`config.mk`:
```
export PLATFORM = sky130hd
export DESIGN_NAME = wav_header_parse_and_data_gate
export DESIGN_NICKNAME = d
export VERILOG_FILES = /design/src/hdl/wavhdr_pkg.sv /design/src/hdl/wav_header_parse_and_data_gate.sv
export SDC_FILE = /design/constraint.sdc
export NUM_CORES = 1
export LEC_CHECK = 0
export BUFFER_PORTS_ARGS = -buffer_cell sky130_fd_sc_hd__buf_2
export CAP_MARGIN = 20
export CORE_ASPECT_RATIO = 0.6
export CORE_UTILIZATION = 45
export CTS_CLUSTER_SIZE = 30
export DETAILED_ROUTE_END_ITERATION = 6
export PLACE_DENSITY = 0.7
export SETUP_SLACK_MARGIN = 0.02
export SYNTH_ARGS = -nofsm -noshare
export SYNTH_HDL_FRONTEND = slang
export SYNTH_SLANG_ARGS = --single-unit
```
`constraint.sdc`:
```
create_clock -name clk -period 9.45 [get_ports clk]
set_clock_uncertainty 0.2 [all_clocks]
set_input_delay 0.4725 -clock clk [delete_from_list [all_inputs] [get_ports clk]]
set_output_delay 0.4725 -clock clk [all_outputs]
set_load 0.005 [all_outputs]
```
`src/hdl/wavhdr_pkg.sv`:
```
// Types and constants for the WAV header parser and data gate.
// No dependencies.
`timescale 1ns / 1ps

package wavhdr_pkg;

	typedef enum logic [12:0] {
		PH_RIFF       = 13'h0001,
		PH_RSIZE      = 13'h0002,
		PH_WAVE       = 13'h0004,
		PH_CID        = 13'h0008,
		PH_CSIZE      = 13'h0010,
		PH_FMT        = 13'h0020,
		PH_SKIP       = 13'h0040,
		PH_DATA       = 13'h0080,
		PH_PAST       = 13'h0100,
		PH_E_RIFF     = 13'h0200,
		PH_E_FMT      = 13'h0400,
		PH_E_MISMATCH = 13'h0800,
		PH_E_TRUNC    = 13'h1000
	} phase_t;

	typedef logic [2:0] status_t;
	typedef logic [1:0] cfg_index_t;

	localparam status_t ST_HEADER   = 3'd0;
	localparam status_t ST_DATA     = 3'd1;
	localparam status_t ST_PAST     = 3'd2;
	localparam status_t ST_BAD_RIFF = 3'd3;
	localparam status_t ST_BAD_FMT  = 3'd4;
	localparam status_t ST_MISMATCH = 3'd5;
	localparam status_t ST_TRUNC    = 3'd6;

	localparam cfg_index_t REG_RATE     = 2'd0;
	localparam cfg_index_t REG_CHANNELS = 2'd1;
	localparam cfg_index_t REG_BITS     = 2'd2;

	localparam logic [31:0] TAG_RIFF = 32'h5249_4646;
	localparam logic [31:0] TAG_WAVE = 32'h5741_5645;
	localparam logic [31:0] TAG_FMT  = 32'h666D_7420;
	localparam logic [31:0] TAG_DATA = 32'h6461_7461;

	localparam logic [15:0] FMT_PCM        = 16'h0001;
	localparam logic [31:0] FMT_BODY_BYTES = 32'd16;
	localparam logic [4:0]  TAG_BYTES      = 5'd4;

	localparam logic [31:0] RST_RATE     = 32'd16000;
	localparam logic [15:0] RST_CHANNELS = 16'd1;
	localparam logic [15:0] RST_BITS     = 16'd16;

endpackage

```
`src/hdl/wav_header_parse_and_data_gate.sv`:
```
// WAV (RIFF/PCM) header parser and data gate, top level.
// Depends on wavhdr_pkg.
//
// Usage:
//   Input channel (in_valid/in_ready) carries one file byte per transfer with
//   first_byte/final_byte marks. A first byte restarts parsing.
//   Output channel (out_valid/out_ready) returns exactly one result per input
//   transfer: audio_byte, status and data_end.
//   Config port: cfg_wr_en/cfg_index/cfg_data write expected rate (0),
//   channels (1) and bits (2); write only while the block is idle.
// Timing:
//   Results are valid in the cycle after the input transfer. Throughput is
//   one byte per cycle unless a result stalls; the parse state update is a
//   single compare/counter step per byte between state and result registers.
// Reset:
//   arst_n clears the parser to the RIFF tag phase, drops out_valid and loads
//   the config registers with 16000 Hz, 1 channel, 16 bits.
// Stall:
//   A held result keeps out_valid high; in_ready stays high while the result
//   register is empty or being taken in the same cycle, low otherwise.
`timescale 1ns / 1ps

module wav_header_parse_and_data_gate (
	input  logic                   clk,
	input  logic                   arst_n,
	input  logic                   in_valid,
	output logic                   in_ready,
	input  logic [7:0]             file_byte,
	input  logic                   first_byte,
	input  logic                   final_byte,
	output logic                   out_valid,
	input  logic                   out_ready,
	output logic [7:0]             audio_byte,
	output wavhdr_pkg::status_t    status,
	output logic                   data_end,
	input  logic                   cfg_wr_en,
	input  wavhdr_pkg::cfg_index_t cfg_index,
	input  logic [31:0]            cfg_data
);
	import wavhdr_pkg::*;

	logic [31:0] exp_rate_q;
	logic [15:0] exp_ch_q;
	logic [15:0] exp_bits_q;

	phase_t      phase_q;
	logic [4:0]  fc_q;
	logic [31:0] tag_q;
	logic [31:0] len_q;
	logic [32:0] skip_q;
	logic [15:0] ch_q;
	logic [31:0] rate_q;
	logic [15:0] bits_q;
	logic [31:0] left_q;

	logic        out_valid_q;
	logic [7:0]  audio_q;
	status_t     status_q;
	logic        end_q;

	phase_t      cur_phase, nxt_phase;
	logic [4:0]  cur_fc, nxt_fc, fc_inc;
	logic [31:0] cur_tag, nxt_tag, tag_sh;
	logic [31:0] cur_len, nxt_len, len_sh;
	logic [32:0] cur_skip, nxt_skip;
	logic [15:0] cur_ch, nxt_ch;
	logic [31:0] cur_rate, nxt_rate;
	logic [15:0] cur_bits, nxt_bits;
	logic [31:0] cur_left, nxt_left, left_dec;
	logic [31:0] body_rest;
	logic [32:0] body_skip;
	logic        body_odd;
	logic        was_data;
	logic        end_d;
	status_t     status_d;
	logic        accept;

	assign in_ready = !out_valid_q || out_ready;
	assign accept   = in_valid && in_ready;

	always_ff @(posedge clk or negedge arst_n) begin
		if (!arst_n) begin
			exp_rate_q <= RST_RATE;
			exp_ch_q   <= RST_CHANNELS;
			exp_bits_q <= RST_BITS;
		end else if (cfg_wr_en) begin
			unique case (cfg_index)
				REG_RATE:     exp_rate_q <= cfg_data;
				REG_CHANNELS: exp_ch_q   <= cfg_data[15:0];
				REG_BITS:     exp_bits_q <= cfg_data[15:0];
				default: ;
			endcase
		end
	end

	// first byte restarts parsing before the byte is used
	always_comb begin
		if (first_byte) begin
			cur_phase = PH_RIFF;
			cur_fc    = '0;
			cur_tag   = '0;
			cur_len   = '0;
			cur_skip  = '0;
			cur_ch    = '0;
			cur_rate  = '0;
			cur_bits  = '0;
			cur_left  = '0;
		end else begin
			cur_phase = phase_q;
			cur_fc    = fc_q;
			cur_tag   = tag_q;
			cur_len   = len_q;
			cur_skip  = skip_q;
			cur_ch    = ch_q;
			cur_rate  = rate_q;
			cur_bits  = bits_q;
			cur_left  = left_q;
		end
	end

	assign fc_inc   = cur_fc + 5'd1;
	assign tag_sh   = {cur_tag[23:0], file_byte};
	assign len_sh   = {file_byte, cur_len[31:8]};
	assign left_dec = cur_left - 32'd1;

	// padded remainder of a chunk body
	always_comb begin
		if (cur_phase == PH_FMT) begin
			body_rest = cur_len - FMT_BODY_BYTES;
			body_odd  = cur_len[0];
		end else begin
			body_rest = len_sh;
			body_odd  = len_sh[0];
		end
		body_skip = {1'b0, body_rest} + {32'd0, body_odd};
	end

	always_comb begin
		nxt_phase = cur_phase;
		nxt_fc    = cur_fc;
		nxt_tag   = cur_tag;
		nxt_len   = cur_len;
		nxt_skip  = cur_skip;
		nxt_ch    = cur_ch;
		nxt_rate  = cur_rate;
		nxt_bits  = cur_bits;
		nxt_left  = cur_left;
		was_data  = 1'b0;
		end_d     = 1'b0;

		unique case (cur_phase) inside
			PH_RIFF, PH_WAVE, PH_CID: begin
				nxt_tag = tag_sh;
				nxt_fc  = fc_inc;
				if (fc_inc >= TAG_BYTES) begin
					nxt_fc = '0;
					if (cur_phase == PH_RIFF) begin
						nxt_phase = (tag_sh == TAG_RIFF) ? PH_RSIZE : PH_E_RIFF;
					end else if (cur_phase == PH_WAVE) begin
						nxt_phase = (tag_sh == TAG_WAVE) ? PH_CID : PH_E_RIFF;
					end else begin
						nxt_len   = '0;
						nxt_phase = PH_CSIZE;
					end
				end
			end
			PH_RSIZE: begin
				nxt_fc = fc_inc;
				if (fc_inc >= TAG_BYTES) begin
					nxt_fc    = '0;
					nxt_phase = PH_WAVE;
				end
			end
			PH_CSIZE: begin
				nxt_len = len_sh;
				nxt_fc  = fc_inc;
				if (fc_inc >= TAG_BYTES) begin
					nxt_fc = '0;
					if (cur_tag == TAG_FMT) begin
						nxt_phase = (len_sh < FMT_BODY_BYTES) ? PH_E_FMT : PH_FMT;
					end else if (cur_tag == TAG_DATA) begin
						if (cur_ch == exp_ch_q && cur_bits == exp_bits_q &&
							cur_rate == exp_rate_q) begin
							nxt_left  = len_sh;
							nxt_phase = (len_sh != '0) ? PH_DATA : PH_PAST;
							if (final_byte) begin
								end_d     = 1'b1;
								nxt_phase = PH_PAST;
							end
						end else begin
							nxt_phase = PH_E_MISMATCH;
						end
					end else begin
						nxt_skip  = body_skip;
						nxt_phase = (body_skip != '0) ? PH_SKIP : PH_CID;
					end
				end
			end
			PH_FMT: begin
				nxt_fc = fc_inc;
				case (cur_fc[3:0])
					4'd0:  nxt_tag = {24'd0, file_byte};
					4'd1:  nxt_tag = cur_tag | {16'd0, file_byte, 8'd0};
					4'd2:  nxt_ch = {8'd0, file_byte};
					4'd3:  nxt_ch = {file_byte, cur_ch[7:0]};
					4'd4:  nxt_rate[7:0]   = file_byte;
					4'd5:  nxt_rate[15:8]  = file_byte;
					4'd6:  nxt_rate[23:16] = file_byte;
					4'd7:  nxt_rate[31:24] = file_byte;
					4'd14: nxt_bits = {8'd0, file_byte};
					4'd15: nxt_bits = {file_byte, cur_bits[7:0]};
					default: ;
				endcase
				if (cur_fc[3:0] == 4'd1 && {file_byte, cur_tag[7:0]} != FMT_PCM) begin
					nxt_phase = PH_E_FMT;
					nxt_fc    = '0;
				end else if (fc_inc >= FMT_BODY_BYTES[4:0]) begin
					nxt_fc    = '0;
					nxt_skip  = body_skip;
					nxt_phase = (body_skip != '0) ? PH_SKIP : PH_CID;
				end
			end
			PH_SKIP: begin
				nxt_skip = cur_skip - 33'd1;
				if (cur_skip == 33'd1) begin
					nxt_phase = PH_CID;
				end
			end
			PH_DATA: begin
				was_data = 1'b1;
				nxt_left = left_dec;
				if (left_dec == '0 || final_byte) begin
					end_d     = 1'b1;
					nxt_phase = PH_PAST;
				end
			end
			default: ;
		endcase

		if (final_byte && (nxt_phase inside {PH_RIFF, PH_RSIZE, PH_WAVE, PH_CID,
			PH_CSIZE, PH_FMT, PH_SKIP})) begin
			nxt_phase = PH_E_TRUNC;
		end

		if (was_data) begin
			status_d = ST_DATA;
		end else begin
			unique case (nxt_phase)
				PH_PAST:       status_d = ST_PAST;
				PH_E_RIFF:     status_d = ST_BAD_RIFF;
				PH_E_FMT:      status_d = ST_BAD_FMT;
				PH_E_MISMATCH: status_d = ST_MISMATCH;
				PH_E_TRUNC:    status_d = ST_TRUNC;
				default:       status_d = ST_HEADER;
			endcase
		end
	end

	always_ff @(posedge clk or negedge arst_n) begin
		if (!arst_n) begin
			phase_q <= PH_RIFF;
			fc_q    <= '0;
			tag_q   <= '0;
			len_q   <= '0;
			skip_q  <= '0;
			ch_q    <= '0;
			rate_q  <= '0;
			bits_q  <= '0;
			left_q  <= '0;
		end else if (accept) begin
			phase_q <= nxt_phase;
			fc_q    <= nxt_fc;
			tag_q   <= nxt_tag;
			len_q   <= nxt_len;
			skip_q  <= nxt_skip;
			ch_q    <= nxt_ch;
			rate_q  <= nxt_rate;
			bits_q  <= nxt_bits;
			left_q  <= nxt_left;
		end
	end

	always_ff @(posedge clk or negedge arst_n) begin
		if (!arst_n) begin
			out_valid_q <= 1'b0;
		end else if (accept) begin
			out_valid_q <= 1'b1;
		end else if (out_ready) begin
			out_valid_q <= 1'b0;
		end
	end

	always_ff @(posedge clk) begin
		if (accept) begin
			audio_q  <= was_data ? file_byte : 8'd0;
			status_q <= status_d;
			end_q    <= end_d;
		end
	end

	assign out_valid  = out_valid_q;
	assign audio_byte = audio_q;
	assign status     = status_q;
	assign data_end   = end_q;

endmodule

```
==> qor.yml <==
ys_seq_elements: 288
area_growth_pct: 10.7
grt_pass1_vias: 17400
synthFlopType: "dfrtp_1"
grtUsageMet2_pct: 39.9
relSlewSlack_pct: 25.5
crit_type: "flop to flop"
maxCapViolCount: 0
die_w_um: 268
critPathSlowestCell: "nor4b_2"
synth-edff-count: 12
syn_nets: 2363
crit_fanout: 40
place_congestion: 0.975
root_buffer: "clkbuf_16"
async_flop_share_pct: 95.8
grt_pass1_wl_um: 107000
setup_viol: 0
reg2reg_slack_ns: 2.80
cts_tree: "built"
finalWirelength_um: 70000
drive_gt1_share_pct: 11.5
status: "finished, final reports clean"
timing.final.crit_share_pct: 70.4
num_vias: 19200
drtAntennaViolNets: 0
cts-resized-gates: 0
synth_area_um2: 19100
synth_cell_types: 94
cp.required_ns: 9.70
hold_viol: 0
power_density_nw_per_um2: 173
final_cell_mix: "267 x dfrtp_1, 260 x nand2_1, 210 x nor2_1"
clk_pin_slew_ns: 0.07
post-place-ws_ns: 2.51
cts_sinks: 288
fmax_mhz: 150
n_antenna_cell: 0
cp-start-kind: "flop"
synth_seq_area_share_pct: 38.1
grt_use_met1_pct: 51.0
multi_input_area_um2: 11000
fill_cells: 3940
crit_chain: "nor4b_2, and4_1, buf_4, nand2_1, a21oi_1, ha_1, nand3_1, or3_1, o31a_1, nor3_1, nand4_1, nor4_4, nor2_1, a2111oi_0, nand4_1, a21oi_1, o2111ai_1, a31oi_4, a31o_2"
cts_buffers: 30
crit_buf_inv: 1
drc_errors: 0
wl_per_cell_um: 24.2
tns_ns: 0
grt_util_met3_pct: 13.9
layout_commonest_cell: "dfrtp_1"
hold_path_class: "input port to flop"
grt_max_degree: 169
cts_setup_buffers: 0
worstMarginPinSlew_ns: 1.11
drtPass1Iterations: 7
timing.final.ws_setup_ns: 2.80
start_util_pct: 45.6
avgSynthCellArea_um2: 8.30
cp_slowest_stage_delay_ns: 0.56
grt_use_total_pct: 32.3
via_per_inst: 6.62
synth_warnings: 0
antenna_found_initial: 3
syn_inst: 2304
dp_hpwl_um: 50300
ctsLongestPathBuffers: 3
rows: 58
finalPower_mw: 3.65
path_delay_family: "simple AND/OR/NAND/NOR gates"
drt_iter0_drc: 2926
dieArea_um2: 43300
core_area_um2: 41900
seq_area_um2: 7280
port-buffer-count: 62
die_h_um: 162
gr-total-overflow: 0
htree_levels: 1
grt_setup_unrepaired: "false"
end_kind: "flop"
final_net_count: 2357
top_usage_layer: "met1"
period_minus_slack_ns: 6.65
io_pins: 63
clk_latency_ns: 0.59
leakagePower_nw: 8.48
vdd_ir_drop_max_mv: 0.148
cp.arrival_ns: 6.90
final_max_slew_viol_count: 0
postCtsHoldBufs: 33
-- cells by family (layout without fill, tap and decap cells) --
family / count (synthesis) / after routing / share of synthesized area [%]
buffers and inverters: 232 / 250 / 4.77
DFF: 288 / 288 / 38.1
and+or+nand+nor: 899 / 899 / 23.5
adders and majority gates: 10 / 10 / 0.655
xor gates and xnor gates: 83 / 83 / 3.80
muxes: 78 / 78 / 4.49
AOI/OAI and AO/OA: 714 / 714 / 24.7
-- state kept, by name, indices dropped and copies added, names as in the netlist --
name and flops:
rate_q 32, out_valid 1, data_end 1, exp_rate_q 32, phase_q 13, exp_bits_q 16
fc_q 5, exp_ch_q 16, audio_byte 8, bits_q 16, tag_q 32, len_q 32
left_q 32, skip_q 33, status 3, ch_q 16
-- metal layers --
metal	wire (um)	part of all wire (%)	vias to the layer above
met5	22	0.031	-
met4	782	1.1	4
met3	10800	15	72
met2	25700	37	1200
met1	32800	47	9337
li1	-	-	8541
-- cell usage after synthesis, types with 15 or more instances --
master	count	share of area, %
nand4_1	33	1.1
dfrtp_1	267	35
mux2i_1	16	0.84
xor2_1	22	1.0
or4_1	15	0.59
a22oi_1	62	2.4
o21ai_0	204	5.3
nor2_1	211	4.1
a21oi_1	121	3.2
nor3_1	82	2.1
and3_1	15	0.49
nor4_1	57	1.9
nand2b_1	21	0.69
o32ai_1	24	1.1
buf_2	18	0.47
clkbuf_1	128	2.5
a22o_1	72	3.3
inv_1	68	1.3
nor2b_1	23	0.75
xnor2_1	61	2.8
mux2_2	62	3.7
a31oi_1	30	0.98
or3_1	20	0.65
nand3_1	62	1.6
o22ai_1	37	1.2
nand2_1	261	5.1
o211ai_1	17	0.67
-- area by class of cell --
type | count | share of cell area, %
multi-input cells | 1784 | 51.8
flip-flops and latches | 288 | 34.4
repair buffers | 125 | 4.31
clock buffers | 38 | 3.98
well taps | 570 | 3.37
inverters | 69 | 1.22
clock inverters | 18 | 0.911
-- final timing paths --
check | from | endpoint | cells after the start
worst max-delay path | phase_q[6]$_DFFE_PN0P_ | status[2]$_SDFFCE_PP0P_ | 19
worst min-delay path | out_ready | out_valid$_DFFE_PN0P_ | 3
worst max register to register | phase_q[6]$_DFFE_PN0P_ | status[2]$_SDFFCE_PP0P_ | 19
worst min register to register | rate_q[12]$_DFFE_PN0P_ | rate_q[12]$_DFFE_PN0P_ | 2
max in group asynchronous | arst_n | len_q[20]$_DFFE_PN0P_ | 3
min in group asynchronous | arst_n | exp_bits_q[7]$_DFFE_PN0P_ | 2
-- through the flow --
stage | area (um2) | hold slack, ns | util, % | instances
after floorplan | 19100 | -0.0231 | - | 2304
after global placement | 19700 | 0.263 | 47.2 | 2800
after detailed placement | 19700 | 0.285 | 47.2 | 2800
after CTS | 21100 | 0.0321 | 50.4 | 2889
after global routing | 21200 | 0.0487 | 50.5 | 2892
final | 21200 | 0.0506 | 50.5 | 2892
-- worst reg2reg max path: cells and delay by family (launching register included) --
kind                       cells  cell delay [ns]
AOI/OAI and AO/OA              7             1.95
buffers and inverters          1             0.43
DFF                            1             0.49
adders and majority gates      1             0.29
and+or+nand+nor               10             3.15
-- power by group --
| group | switching [mW] | total [mW] | internal [mW] |
|---|---|---|---|
| combinational | 0.489 | 0.786 | 0.298 |
| clock | 0.551 | 1.27 | 0.715 |
| sequential | 0.217 | 1.60 | 1.38 |
| total | 1.26 | 3.65 | 2.39 |
Note: power is estimated with default switching activity, not from simulation.
